### src/rtl/core/mexp_pkg.sv
`timescale 1ns / 1ps
`default_nettype none

package mexp_pkg;

  // Configuration port layout: two 64-bit registers at byte addresses 0 and 8.
  localparam int unsigned CFG_DATA_W = 64;
  localparam int unsigned CFG_ADDR_W = 4;

  localparam logic [CFG_ADDR_W-1:0] REG_ADDR_EXPONENT = 4'h0;
  localparam logic [CFG_ADDR_W-1:0] REG_ADDR_MODULUS  = 4'h8;

  typedef enum logic [2:0] {
    ST_IDLE,
    ST_REDUCE,
    ST_SQUARE,
    ST_MULT,
    ST_WRITE
  } mexp_state_e;

endpackage

`default_nettype wire

### src/rtl/core/mexp_regs.sv
`timescale 1ns / 1ps
`default_nettype none

module mexp_regs (
  input  wire logic                                 clk_i,
  input  wire logic                                 rst_ni,
  input  wire logic                                 psel,
  input  wire logic                                 penable,
  input  wire logic                                 pwrite,
  input  wire logic [mexp_pkg::CFG_ADDR_W-1:0]      paddr,
  input  wire logic [mexp_pkg::CFG_DATA_W-1:0]      pwdata,
  output logic      [mexp_pkg::CFG_DATA_W-1:0]      prdata,
  output logic                                      pready,
  output logic      [mexp_pkg::CFG_DATA_W-1:0]      exponent_o,
  output logic      [mexp_pkg::CFG_DATA_W-1:0]      modulus_o
);
  import mexp_pkg::*;

  logic [CFG_DATA_W-1:0] exponent_q;
  logic [CFG_DATA_W-1:0] modulus_q;
  logic                  wr_en;

  assign pready = 1'b1;
  assign wr_en  = psel & penable & pwrite;

  always_ff @(posedge clk_i or negedge rst_ni) begin
    if (!rst_ni) begin
      exponent_q <= '0;
      modulus_q  <= '0;
    end else if (wr_en) begin
      if (paddr == REG_ADDR_EXPONENT) begin
        exponent_q <= pwdata;
      end
      if (paddr == REG_ADDR_MODULUS) begin
        modulus_q <= pwdata;
      end
    end
  end

  always_comb begin
    prdata = '0;
    if (paddr == REG_ADDR_EXPONENT) begin
      prdata = exponent_q;
    end else if (paddr == REG_ADDR_MODULUS) begin
      prdata = modulus_q;
    end
  end

  assign exponent_o = exponent_q;
  assign modulus_o  = modulus_q;

endmodule

`default_nettype wire

### src/rtl/core/mexp_mulmod.sv
`timescale 1ns / 1ps
`default_nettype none

// Bit-serial modular multiplier: r = a * b mod n, scanning b from its top bit,
// one doubling and conditional add per cycle. Needs a < n and n >= 2.
module mexp_mulmod #(
  parameter int unsigned WORD_WIDTH = 64
) (
  input  wire logic                  clk_i,
  input  wire logic                  rst_ni,
  input  wire logic                  start_i,
  input  wire logic [WORD_WIDTH-1:0] a_i,
  input  wire logic [WORD_WIDTH-1:0] b_i,
  input  wire logic [WORD_WIDTH-1:0] n_i,
  output logic                       done_o,
  output logic      [WORD_WIDTH-1:0] result_o
);
  localparam int unsigned CntW = $clog2(WORD_WIDTH);

  logic [WORD_WIDTH-1:0] r_q, a_q, b_q;
  logic [CntW-1:0]       cnt_q;
  logic                  busy_q, done_q;

  logic [WORD_WIDTH:0]   dbl;
  logic [WORD_WIDTH+1:0] sum;
  logic [WORD_WIDTH+2:0] sub1, sub2;
  logic [WORD_WIDTH-1:0] step;

  // 2r + a stays below 3n, so one of three candidates is the reduced value.
  always_comb begin
    dbl  = {r_q, 1'b0};
    sum  = {1'b0, dbl} + (b_q[WORD_WIDTH-1] ? {2'b00, a_q} : '0);
    sub1 = {1'b0, sum} - {3'b000, n_i};
    sub2 = {1'b0, sum} - {2'b00, n_i, 1'b0};
    if (!sub2[WORD_WIDTH+2]) begin
      step = sub2[WORD_WIDTH-1:0];
    end else if (!sub1[WORD_WIDTH+2]) begin
      step = sub1[WORD_WIDTH-1:0];
    end else begin
      step = sum[WORD_WIDTH-1:0];
    end
  end

  always_ff @(posedge clk_i or negedge rst_ni) begin
    if (!rst_ni) begin
      busy_q <= 1'b0;
      done_q <= 1'b0;
      cnt_q  <= '0;
    end else begin
      done_q <= 1'b0;
      if (start_i) begin
        busy_q <= 1'b1;
        cnt_q  <= CntW'(WORD_WIDTH - 1);
      end else if (busy_q) begin
        if (cnt_q == '0) begin
          busy_q <= 1'b0;
          done_q <= 1'b1;
        end else begin
          cnt_q <= cnt_q - 1'b1;
        end
      end
    end
  end

  always_ff @(posedge clk_i) begin
    if (start_i) begin
      r_q <= '0;
      a_q <= a_i;
      b_q <= b_i;
    end else if (busy_q) begin
      r_q <= step;
      b_q <= {b_q[WORD_WIDTH-2:0], 1'b0};
    end
  end

  assign done_o   = done_q;
  assign result_o = r_q;

endmodule

`default_nettype wire

### src/rtl/core/modular_exponentiation.sv
`timescale 1ns / 1ps
`default_nettype none

// A modulus of 0 or 1 skips the multiplier and goes straight to the output register.
// Every modular product runs through the one bit-serial multiplier, one multiplier bit a cycle.
// One item is worked at a time; the next is taken once the result moves to the output register.
// Reset (asynchronous, active low) clears the key registers to 0 and empties the block.
module modular_exponentiation #(
  parameter int unsigned WORD_WIDTH = 64
) (
  input  wire logic                                 clk_i,
  input  wire logic                                 rst_ni,
  input  wire logic                                 psel,
  input  wire logic                                 penable,
  input  wire logic                                 pwrite,
  input  wire logic [mexp_pkg::CFG_ADDR_W-1:0]      paddr,
  input  wire logic [mexp_pkg::CFG_DATA_W-1:0]      pwdata,
  output logic      [mexp_pkg::CFG_DATA_W-1:0]      prdata,
  output logic                                      pready,
  input  wire logic                                 base_valid_i,
  output logic                                      base_ready_o,
  input  wire logic [WORD_WIDTH-1:0]                base_i,
  output logic                                      result_valid_o,
  input  wire logic                                 result_ready_i,
  output logic      [WORD_WIDTH-1:0]                power_result_o,
  output logic                                      modulus_invalid_o
);
  import mexp_pkg::*;

  localparam int unsigned CntW = $clog2(WORD_WIDTH);

  logic [CFG_DATA_W-1:0] exponent, modulus;
  logic [WORD_WIDTH-1:0] n_in;

  mexp_state_e state_q, state_d;
  logic        start_q, start_d;
  logic        accept, n_small, out_free;

  logic [WORD_WIDTH-1:0] n_q, e_q, base_q, r_q;
  logic                  inv_q;
  logic [CntW-1:0]       bit_cnt_q;

  logic [WORD_WIDTH-1:0] mm_a, mm_b, mm_result;
  logic                  mm_done;

  logic                  out_valid_q;
  logic [WORD_WIDTH-1:0] out_result_q;
  logic                  out_inv_q;

  mexp_regs u_regs (
    .clk_i      (clk_i),
    .rst_ni     (rst_ni),
    .psel       (psel),
    .penable    (penable),
    .pwrite     (pwrite),
    .paddr      (paddr),
    .pwdata     (pwdata),
    .prdata     (prdata),
    .pready     (pready),
    .exponent_o (exponent),
    .modulus_o  (modulus)
  );

  mexp_mulmod #(
    .WORD_WIDTH (WORD_WIDTH)
  ) u_mulmod (
    .clk_i    (clk_i),
    .rst_ni   (rst_ni),
    .start_i  (start_q),
    .a_i      (mm_a),
    .b_i      (mm_b),
    .n_i      (n_q),
    .done_o   (mm_done),
    .result_o (mm_result)
  );

  assign n_in     = modulus[WORD_WIDTH-1:0];
  assign n_small  = (n_in[WORD_WIDTH-1:1] == '0);
  assign accept   = base_valid_i && base_ready_o;
  assign out_free = !out_valid_q || result_ready_i;

  // Operand selection for the multiplier; the base reduction is 1 * base mod n.
  always_comb begin
    unique case (state_q)
      ST_REDUCE: begin
        mm_a = WORD_WIDTH'(1);
        mm_b = base_q;
      end
      ST_MULT: begin
        mm_a = base_q;
        mm_b = r_q;
      end
      default: begin
        mm_a = r_q;
        mm_b = r_q;
      end
    endcase
  end

  always_comb begin
    state_d      = state_q;
    start_d      = 1'b0;
    base_ready_o = (state_q == ST_IDLE);
    unique case (state_q)
      ST_IDLE: begin
        if (base_valid_i) begin
          if (n_small) begin
            state_d = ST_WRITE;
          end else begin
            state_d = ST_REDUCE;
            start_d = 1'b1;
          end
        end
      end
      ST_REDUCE: begin
        if (mm_done) begin
          state_d = ST_SQUARE;
          start_d = 1'b1;
        end
      end
      ST_SQUARE: begin
        if (mm_done) begin
          if (e_q[WORD_WIDTH-1]) begin
            state_d = ST_MULT;
            start_d = 1'b1;
          end else if (bit_cnt_q == '0) begin
            state_d = ST_WRITE;
          end else begin
            start_d = 1'b1;
          end
        end
      end
      ST_MULT: begin
        if (mm_done) begin
          if (bit_cnt_q == '0) begin
            state_d = ST_WRITE;
          end else begin
            state_d = ST_SQUARE;
            start_d = 1'b1;
          end
        end
      end
      ST_WRITE: begin
        if (out_free) begin
          state_d = ST_IDLE;
        end
      end
      default: begin
        state_d = ST_IDLE;
      end
    endcase
  end

  always_ff @(posedge clk_i or negedge rst_ni) begin
    if (!rst_ni) begin
      state_q     <= ST_IDLE;
      start_q     <= 1'b0;
      out_valid_q <= 1'b0;
    end else begin
      state_q <= state_d;
      start_q <= start_d;
      if (state_q == ST_WRITE && out_free) begin
        out_valid_q <= 1'b1;
      end else if (result_ready_i) begin
        out_valid_q <= 1'b0;
      end
    end
  end

  // The exponent is consumed from its top bit; it shifts once per exponent bit.
  always_ff @(posedge clk_i) begin
    if (accept) begin
      n_q       <= n_in;
      e_q       <= exponent[WORD_WIDTH-1:0];
      base_q    <= base_i;
      r_q       <= n_small ? '0 : WORD_WIDTH'(1);
      inv_q     <= n_small;
      bit_cnt_q <= CntW'(WORD_WIDTH - 1);
    end else if (mm_done) begin
      if (state_q == ST_REDUCE) begin
        base_q <= mm_result;
      end else begin
        r_q <= mm_result;
        if (state_q == ST_MULT || !e_q[WORD_WIDTH-1]) begin
          e_q       <= {e_q[WORD_WIDTH-2:0], 1'b0};
          bit_cnt_q <= bit_cnt_q - 1'b1;
        end
      end
    end
    if (state_q == ST_WRITE && out_free) begin
      out_result_q <= r_q;
      out_inv_q    <= inv_q;
    end
  end

  assign result_valid_o    = out_valid_q;
  assign power_result_o    = out_result_q;
  assign modulus_invalid_o = out_inv_q;

endmodule

`default_nettype wire
### config.mk
export PLATFORM = sky130hd
export DESIGN_NAME = modular_exponentiation
export DESIGN_NICKNAME = d
export VERILOG_FILES = /design/src/rtl/core/mexp_pkg.sv /design/src/rtl/core/mexp_regs.sv /design/src/rtl/core/mexp_mulmod.sv /design/src/rtl/core/modular_exponentiation.sv
export SDC_FILE = /design/constraint.sdc
export NUM_CORES = 1
export LEC_CHECK = 0
export ABC_AREA = 1
export BUFFER_PORTS_ARGS = -buffer_cell sky130_fd_sc_hd__clkbuf_2
export CELL_PAD_IN_SITES_DETAIL_PLACEMENT = 1
export CELL_PAD_IN_SITES_GLOBAL_PLACEMENT = 1
export CORE_UTILIZATION = 34
export CTS_CLUSTER_DIAMETER = 120
export DETAILED_ROUTE_END_ITERATION = 7
export PLACE_DENSITY_LB_ADDON = 0.3
export SLEW_MARGIN = 30
export SYNTH_ARGS = -nofsm -noshare
export SYNTH_HDL_FRONTEND = slang
export SYNTH_SLANG_ARGS = --single-unit
### constraint.sdc
create_clock -name clk_i -period 12.4 [get_ports clk_i]
set_input_delay 2.48 -clock clk_i [delete_from_list [all_inputs] [get_ports clk_i]]
set_output_delay 2.48 -clock clk_i [all_outputs]
set_load 0.05 [all_outputs]
[Yosys cells after proc, flatten, opt, wreduce, memory -nomap -nowiden]
Cells that the tools add are included.
Storage, ports and cells
  register bits: 661
  latch bits: 0
  RAM bits: 0
  memory bits (read-only): 0
  bits of input ports: 139
  output and inout port bits: 132
  word-level logic and storage cells: 113
  memories kept: 0
Operators by class
  add/sub/neg operators: 5
  multipliers: 0
  div/mod/pow operators: 0
  $lt $le $gt $ge: 0
  equality and inequality tests: 13
  shift operators: 0
  muxes and demuxes: 49
  bitwise logic cells: 3
  reductions and logical operators: 24
Operators by type and width (count)
  64-bit 2-to-1 mux: 18
  64-bit case mux with 2 select lines: 1
  66-bit by 64-bit subtractor with 67-bit output: 1
  66-bit by 65-bit subtractor with 67-bit output: 1
  65-bit by 66-bit adder with 66-bit output: 1
  63-bit logical NOT: 1
  3-bit 2-to-1 mux: 9
  6-bit 2-to-1 mux: 3
  1-bit 2-to-1 mux: 16
  3-bit case mux with 5 select lines: 1
  6-bit logical NOT: 2
  6-bit by 1-bit subtractor with 6-bit output (second input constant): 2
  2-bit AND reduction: 5
  2-bit nonzero test: 5
  2-bit != test (second input constant): 4
  3-bit by 2-bit equality test with 1-bit output (second input constant): 2
  2-bit by 1-bit != test with 1-bit output (second input constant): 3
  3-bit AND reduction: 2
  6-bit AND reduction: 1
  4-bit equality test (second input constant): 1
  4-bit logical NOT: 1
  1-bit case mux with 4 select lines: 1
  3-bit by 1-bit equality test with 1-bit output (second input constant): 1
  3-bit equality test (second input constant): 1
  other kinds (7): 11

[Longest topological paths before layout]
Gate-level depths: netlist of the first run.
  word-level depth: 6
  gate-level depth with buffers: 39
  depth with buffers taken out: 37

[Cells and area by module]
From an unflattened synthesis of the first run, not the netlist that was laid out.
Unflattened totals
  cell total of the unflattened synthesis: 6020
  area total of the unflattened synthesis: 43601.8 um^2
By module, submodules not included
  mexp_mulmod: instances 1, cells an instance 3929, area each 23606.4 um^2, seq. area each 5325.1 um^2
  modular_exponentiation: instances 1, cells an instance 1307, area each 13912.1 um^2, seq. area each 9914.5 um^2
  mexp_regs: instances 1, cells an instance 784, area each 6083.3 um^2, seq. area each 3203.1 um^2

[Worst setup path after synthesis of the first run]
OpenSTA, ideal clock, no wires.
  path kind: input -> register
  start point: input port base_valid_i
  end point: register r_q[0], enable pin
  library setup time: 0.507 ns
  data arrival time: 6.202 ns
  data required time: 11.893 ns
  setup slack: 5.691 ns
  stages: 6
  path buffers: 2
  path through: inv_1 nor2_1 inv_1 clkbuf_1 clkbuf_1 a21oi_1
On the way
  cells in the longest elaborated chain, start to end: 3
  elaborated cells between the ends (all ways): 4
  those cells by class: eq/ne (1); reduce/logical (3)
RTL lines
  start, declared: line modular_exponentiation.sv:20  | input wire logic base_valid_i,
  1-bit logical AND *: line modular_exponentiation.sv:79  | assign accept = base_valid_i && base_ready_o;
  2-bit != test (no line) or 2-bit nonzero test (tied branches)
  2-bit AND reduction (no line) *
  end signal, assigned: line modular_exponentiation.sv:176  | r_q <= n_small ? '0 : WORD_WIDTH'(1);
  end signal, assigned: line modular_exponentiation.sv:183  | r_q <= mm_result;
  end, declared: line modular_exponentiation.sv:39  | logic [WORD_WIDTH-1:0] n_q, e_q, base_q, r_q;
Every way passes the cells marked *; elsewhere a longest branch is shown, timed or not.
A chain may end at the register's enable or synchronous reset.

[Worst setup path after layout of the first run]
  start point: input port paddr[1] in the netlist's numbering
  end point: output port prdata[21] in the netlist's numbering
On the way
  cells in the longest elaborated chain, start to end: 3
  elaborated cells between the ends (all ways): 4
  those cells by class: eq/ne (1); mux (2); reduce/logical (1)
RTL lines
  start, declared: line modular_exponentiation.sv:16  | input wire logic [mexp_pkg::CFG_ADDR_W-1:0] paddr,
  4-bit equality test: line mexp_regs.sv:44  | end else if (paddr == REG_ADDR_MODULUS) begin
  64-bit 2-to-1 mux: line mexp_regs.sv:44
  64-bit 2-to-1 mux *: line mexp_regs.sv:42  | if (paddr == REG_ADDR_EXPONENT) begin
  end, declared: line modular_exponentiation.sv:18  | output logic [mexp_pkg::CFG_DATA_W-1:0] prdata,
Marks and branches as above.

==> results.json, run 1 <==
{
  "firstDrtPassIters": 5,
  "status": "complete, no violations",
  "grt_max_degree": 129,
  "place_ws_ns": 5.57,
  "rows": 128,
  "wire_per_inst_um": 22.4,
  "drtIter0Drc": 2717,
  "relSlewSlack_pct": 39.5,
  "drc": 0,
  "fmax_ghz": 0.146,
  "multi_input_area_um2": 20000,
  "cts_tree": "done",
  "cp-end-kind": "output pin",
  "dieArea_um2": 125000,
  "r2r_start": "u_mulmod.b_q[63]",
  "syn_nets": 5783,
  "post-route-period-util_pct": 55.2,
  "grt_use_total_pct": 26.0,
  "synth_ff_type": "edfxtp_1",
  "root_buffer": "clkbuf_16",
  "num_antenna_cells": 0,
  "cts_setup_buffers": 0,
  "synth_edf_count": 450,
  "cp_max_fo": 65,
  "critical_path.endpoint": "prdata[21]",
  "yosysSeqAreaShare_pct": 43.9,
  "dp_hpwl_um": 131000,
  "die_w_um": 353,
  "rr_worst_depth": 35,
  "final_cells": 7352,
  "initial_core_util_pct": 34.4,
  "viasPerCell": 5.25,
  "place.gp.congestion": 1.03,
  "vias": 38616,
  "cp-start-kind": "input pin",
  "crit_chain": "clkbuf_2, nor3_1, nand2_4, o21ai_0, clkbuf_2",
  "cts_buffers": 77,
  "cts_max_level": 3,
  "synth_area_um2": 42000,
  "whs_ns": 0.401,
  "required_ns": 9.92,
  "cts_resized": 0,
  "avgSynthCellArea_um2": 7.71,
  "fin_skew_ns": 0.0488,
  "rsz0062_at_grt": "no",
  "path_common_cell": "clkbuf_2",
  "ant_nets": 0,
  "setup_tns_ns": 0,
  "cap_violations": 0,
  "setup_viol": 0,
  "synthCells": 5446,
  "io_pins": 271,
  "rrSetupSlack_ns": 5.60,
  "worst_slew_pin_slew_ns": 0.904,
  "min_path_type": "register to register",
  "antenna_found_initial": 1,
  "crit_type": "input pin to output pin",
  "die_h_um": 353,
  "max-clock-path-buffers": 3,
  "report.final.slew_viol_count": 0,
  "yosysUniqueCellTypes": 49,
  "cp.arrival_ns": 4.37,
  "synth-async-reset-ratio_pct": 21.3,
  "syn_to_final_growth_pct": 13.1,
  "ctsHoldBuffers": 0,
  "overflow": 0,
  "yosys_warnings": 0,
  "fillers": 15047,
  "cp_top_family": "simple AND/OR/NAND/NOR gates",
  "clkSlewWorstSetupHoldPaths_ns": 0.06,
  "worstReg2RegEnd": "u_mulmod.result_o[57]",
  "grt_pass1_vias": 39665,
  "drive_above_1_share_pct": 9.27,
  "core_area_um2": 122000,
  "setup_ws_ns": 5.55,
  "port_buffers": 269,
  "regArea_um2": 18400,
  "most-common-layout-cells": "nand2_1, inv_1, o21ai_0",
  "ys_ff_latch": 661,
  "worst-path-stages": 5,
  "drt_wl_total_um": 164000,
  "clock_sinks": 661,
  "critPathBufInv": 2,
  "grt_pass1_wl_um": 246000,
  "finalNetCount": 6004,
  "slowest_stage": "o21ai_0",
  "dp_cells": 7213,
  "startpoint": "paddr[1]",
  "clock_insertion_delay_worst_skew_ns": 0.68,
  "finalHoldViolCount": 0,
  "period_needed_ns": 6.85,
  "cpPeakStageDelay_ns": 0.59,
  "final_common_cell": "nand2_1"
}
## Yosys cell counts, types with 2 or more instances
library cell	number	area, µm²
buf_1	9	33.8
xor2_1	92	806
and3_1	6	37.5
nand2_2	4	25.0
nor3_1	42	210
o22ai_1	3	18.8
nand4_1	37	231
nand2_1	1457	5470
edfxtp_1	450	13500
a21boi_0	13	97.6
buf_4	3	22.5
fa_1	3	60.1
mux2_2	62	698
nand3b_1	19	143
nor3_2	2	20.0
ha_1	195	2440
a211oi_1	4	30.0
buf_2	14	70.1
o21ai_1	7	35.0
o21a_1	8	60.1
dfxtp_1	70	1400
nor2_1	499	1870
a21oi_2	2	17.5
a22o_1	38	333
nand3_1	233	1170
buf_6	10	113
a21oi_1	398	1990
or2_2	14	87.6
o211ai_1	6	45.0
clkbuf_1	126	473
a32o_1	25	250
nor4_1	23	144
xnor2_1	37	324
inv_2	10	37.5
nor2_2	3	18.8
a21o_1	14	105
a31oi_1	9	56.3
inv_1	772	2900
o21ai_0	528	2640
dfrtp_1	141	3530
o21bai_1	50	375
## layer usage
metal,GRT usage (%),part of all wire (%),up-vias
met1,36.5,47,18967
met2,41.5,45,992
met5,0,0,-
met3,2.54,4.6,233
li1,-,-,18424
met4,9.41,3.6,0
## layout make-up
class                           count  share of cell area [%]
Multi-Input combinational cell   3841                    42.1
Sequential cell                   661                    38.8
Inverter                          782                    6.19
Clock buffer                      102                    4.32
Tap cell                         1625                    4.28
Timing Repair Buffer              304                    3.53
Clock inverter                     37                   0.783
## per-stage QoR
stage	util [%]	instance area, µm²
6_report	38.9	47500
5_1_grt	38.9	47500
4_1_cts	38.9	47500
3_5_place_dp	36.9	45100
3_3_place_gp	36.8	45000
2_1_floorplan	-	42000
## cells by family after synthesis
group           share of synthesized area, %
simple gates                            22.5
compound gates                          14.5
buf+inv                                 8.69
flops                                   43.9
fa+ha+maj                               5.95
xor+xnor                                2.69
mux                                     1.66
other cells                          0.00893
## registers in the layout (all words and copies together) (netlist names)
| name | flops |
|---|---|
| state_q | 3 |
| u_mulmod.done_o | 1 |
| inv_q | 1 |
| bit_cnt_q | 6 |
| u_regs.exponent_o | 64 |
| u_mulmod.busy_q | 1 |
| start_q | 1 |
| e_q | 64 |
| n_q | 64 |
| u_mulmod.a_q | 64 |
| base_q | 64 |
| u_mulmod.result_o | 64 |
| modulus_invalid_o | 1 |
| result_valid_o | 1 |
| r_q | 64 |
| u_mulmod.cnt_q | 6 |
| u_mulmod.b_q | 64 |
| power_result_o | 64 |
| u_regs.modulus_o | 64 |
## worst reg2reg max path: cells and delay by family (launching register included)
kind                     cells  cell delay, ns
flip-flops                   1            0.32
buffers and inverters        8            1.74
AND/OR/NAND/NOR             20            2.37
AO/OA/AOI/OAI                3            0.65
XOR/XNOR                     1            0.66
adder cells (fa/ha/maj)      3            1.01
## worst min path at each step
stage,startpoint,to,slack [ns],cells after the start
floorplan,inv_q,modulus_invalid_o,0.40,0
global placement,inv_q,modulus_invalid_o,0.40,0
detailed placement,inv_q,modulus_invalid_o,0.42,0
CTS,inv_q,modulus_invalid_o,0.41,0
global route,inv_q,modulus_invalid_o,0.42,0
finish,inv_q,modulus_invalid_o,0.40,0
Power of run 1 is left out: the tool's default activity adds up to more than one toggle a clock period on the data nets, which glitch-free logic cannot reach.
==> run 2: changes to the inputs <==
- ABC_AREA: 1 -> 0
- clock period: 12.4 -> 6.01 ns (I/O delays scaled with it)
==> run 2 against run 1 <==
Net effect:
- worst setup slack lost 5.7 ns
- clock skew is 0.011 ns lower
- cell area up 7.9%
- die area is 7.0% lower
- sequential share of layout area shrank 2.9 points
- count of clock-buffer cells in the layout up 3
- the flow now finishes with violations (setup timing)
- largest cell class unchanged
- synthesized cell count is 28% lower
- utilization grew 6.5 points
- via count decreased by 12%
- global-route usage is 1.7 points lower
- critical path type is now register to register
- first-iteration DRC count is 8.9% lower
==> results.json, run 2 <==
{
  "status": "finished, violations left",
  "violations": "setup timing",
  "relSlewSlack_pct": 35.8,
  "synth_edf_count": 450,
  "synth_ff_type": "edfxtp_1",
  "io_pins": 271,
  "initial_core_util_pct": 34.5,
  "rows": 123,
  "dp_hpwl_um": 108000,
  "fin_skew_ns": 0.0377,
  "synthCells": 3924,
  "grt_use_total_pct": 24.3,
  "cp.arrival_ns": 6.75,
  "whs_ns": 0.405,
  "antenna_found_initial": 2,
  "report.final.slew_viol_count": 0,
  "worst_slew_pin_slew_ns": 0.963,
  "drtIter0Drc": 2474,
  "ant_nets": 0,
  "yosys_warnings": 0,
  "period_needed_ns": 6.19,
  "die_h_um": 341,
  "synth_commonest_cells": "nand2_1, edfxtp_1, a21oi_1, nor2_1, o21ai_0",
  "min_path_type": "input pin to async pin",
  "setup_viol": 63,
  "fillers": 12583,
  "drt_wl_total_um": 146000,
  "clock_insertion_delay_worst_skew_ns": 0.67,
  "clkSlewWorstSetupHoldPaths_ns": 0.06,
  "yosysSeqAreaShare_pct": 47.3,
  "finalHoldViolCount": 0,
  "clock_sinks": 661,
  "synth_area_um2": 39000,
  "vias": 33918,
  "setup_ws_ns": -0.179,
  "final_common_cell": "buf_4",
  "rsz0062_at_grt": "yes",
  "slowest_stage": "or4b_4",
  "required_ns": 6.57,
  "grt_max_degree": 89,
  "yosysTopAreaCellShare_pct": 34.6,
  "wire_per_inst_um": 23.2,
  "fmax_ghz": 0.162,
  "ctsHoldBuffers": 0,
  "synth_most_common_cell": "nand2_1",
  "die_w_um": 341,
  "avgSynthCellArea_um2": 9.94,
  "grt_pass1_wl_um": 217000,
  "fin_util_pct": 45.3,
  "synth_top_area_cell": "edfxtp_1",
  "cpPeakStageDelay_ns": 0.54,
  "port_buffers": 269,
  "place.gp.congestion": 0.941,
  "synth-async-reset-ratio_pct": 21.3,
  "syn_to_final_growth_pct": 31.4,
  "most-common-layout-cells": "buf_4, nand2_1, edfxtp_1",
  "setup_tns_ns": -6.62,
  "ys_ff_latch": 661,
  "cp-end-kind": "register",
  "cts_tree": "done",
  "root_buffer": "clkbuf_16",
  "rr_worst_depth": 29,
  "syn_nets": 4261,
  "viasPerCell": 5.40,
  "cts_buffers": 76,
  "grt_pass1_vias": 34723,
  "cp-start-kind": "register",
  "yosys-top-cells-area": "edfxtp_1, dfrtp_1, ha_1, nand2_1, a21oi_1",
  "cp_max_fo": 6,
  "dieArea_um2": 116000,
  "cts_max_level": 3,
  "post-route-period-util_pct": 103,
  "cap_violations": 0,
  "core_area_um2": 113000,
  "drive_above_1_share_pct": 30.6,
  "firstDrtPassIters": 5,
  "drc": 0,
  "max-clock-path-buffers": 3,
  "crit_type": "register to register",
  "finalNetCount": 5050,
  "yosysUniqueCellTypes": 90,
  "overflow": 0
}
-- run 2: cell types whose count changed in the layout (fill, tap and decap cells not counted), moves of 35 or more --
cell,before,now
mux2i_1,0,74
and2_1,0,133
a21o_1,14,140
a22o_1,38,73
nor2_1,494,213
a21oi_1,397,280
xnor2_1,37,104
nand2_1,1455,550
o21ai_0,526,185
buf_4,30,592
inv_1,767,120
o211ai_1,6,42
mux2_2,62,128
nand3_1,233,52
-- run 2: critical path, delay by kind of cell (launching register included) --
family,cells,cell delay [ns]
and+or+nand+nor,4,0.94
buffers and inverters,6,0.82
DFF,1,0.43
AOI/OAI and AO/OA,17,3.44
adders and majority gates,2,0.41
-- run 2: final timing paths --
check                            startpoint               endpoint  slack (ns)
max                        u_mulmod.b_q[63]  u_mulmod.result_o[37]       -0.18
min                                  rst_ni   u_regs.exponent_o[7]        0.41
max reg2reg                u_mulmod.b_q[63]  u_mulmod.result_o[37]       -0.18
min reg2reg                           inv_q      modulus_invalid_o        0.43
max in group asynchronous            rst_ni   u_regs.modulus_o[58]        4.35
min in group clk_i                    inv_q      modulus_invalid_o        0.43
-- run 2: cells by family (layout without fill, tap and decap cells) --
logic type	count (synthesis)	after routing	share of synthesized area, %
xor+xnor	179	179	4.02
compound gates	1094	1094	18.3
simple gates	1232	1232	14.6
other cells	1	2	0.00961
buf+inv	346	1199	3.58
fa+ha+maj	198	198	6.41
flops	661	661	47.3
mux	213	213	5.87
-- run 2: area by class of cell --
type / count / area [µm²] / share of cell area [%]
Antenna cell: 1 / 2.50 / 0.00488
Clock buffer: 105 / 2140 / 4.18
Clock inverter: 37 / 319 / 0.622
Inverter: 122 / 463 / 0.903
Multi-Input combinational cell: 2917 / 20900 / 40.8
Sequential cell: 661 / 18500 / 36.0
Tap cell: 1500 / 1880 / 3.66
Timing Repair Buffer: 935 / 7090 / 13.8
-- run 2: repair_timing --
item / 4_1_cts / 5_1_grt
pin swaps: 66 / 116
endpoints found under the setup margin: 64 / 64
buffers inserted: 46 / 29
cloned: 9 / 3
gates resized for setup: 185 / 187
-- run 2: routing by layer --
layer  track usage, %  up-vias  wire length (µm)
li1                 -    15924                 -
met1             36.8    16994             71900
met2             36.9      840             63600
met3             2.46      160              6630
met4             6.15        0              3370
met5                0        -                 0
-- run 2: stage by stage --
stage	instances	setup slack, ns	area, µm²
2_1_floorplan	3924	0.150	39000
3_3_place_gp	6055	-0.527	46100
3_5_place_dp	6055	-0.630	46100
4_1_cts	6251	-0.0993	50100
5_1_grt	6277	-0.355	51300
6_report	6278	-0.179	51300
Power of run 2 is left out for the same reason.
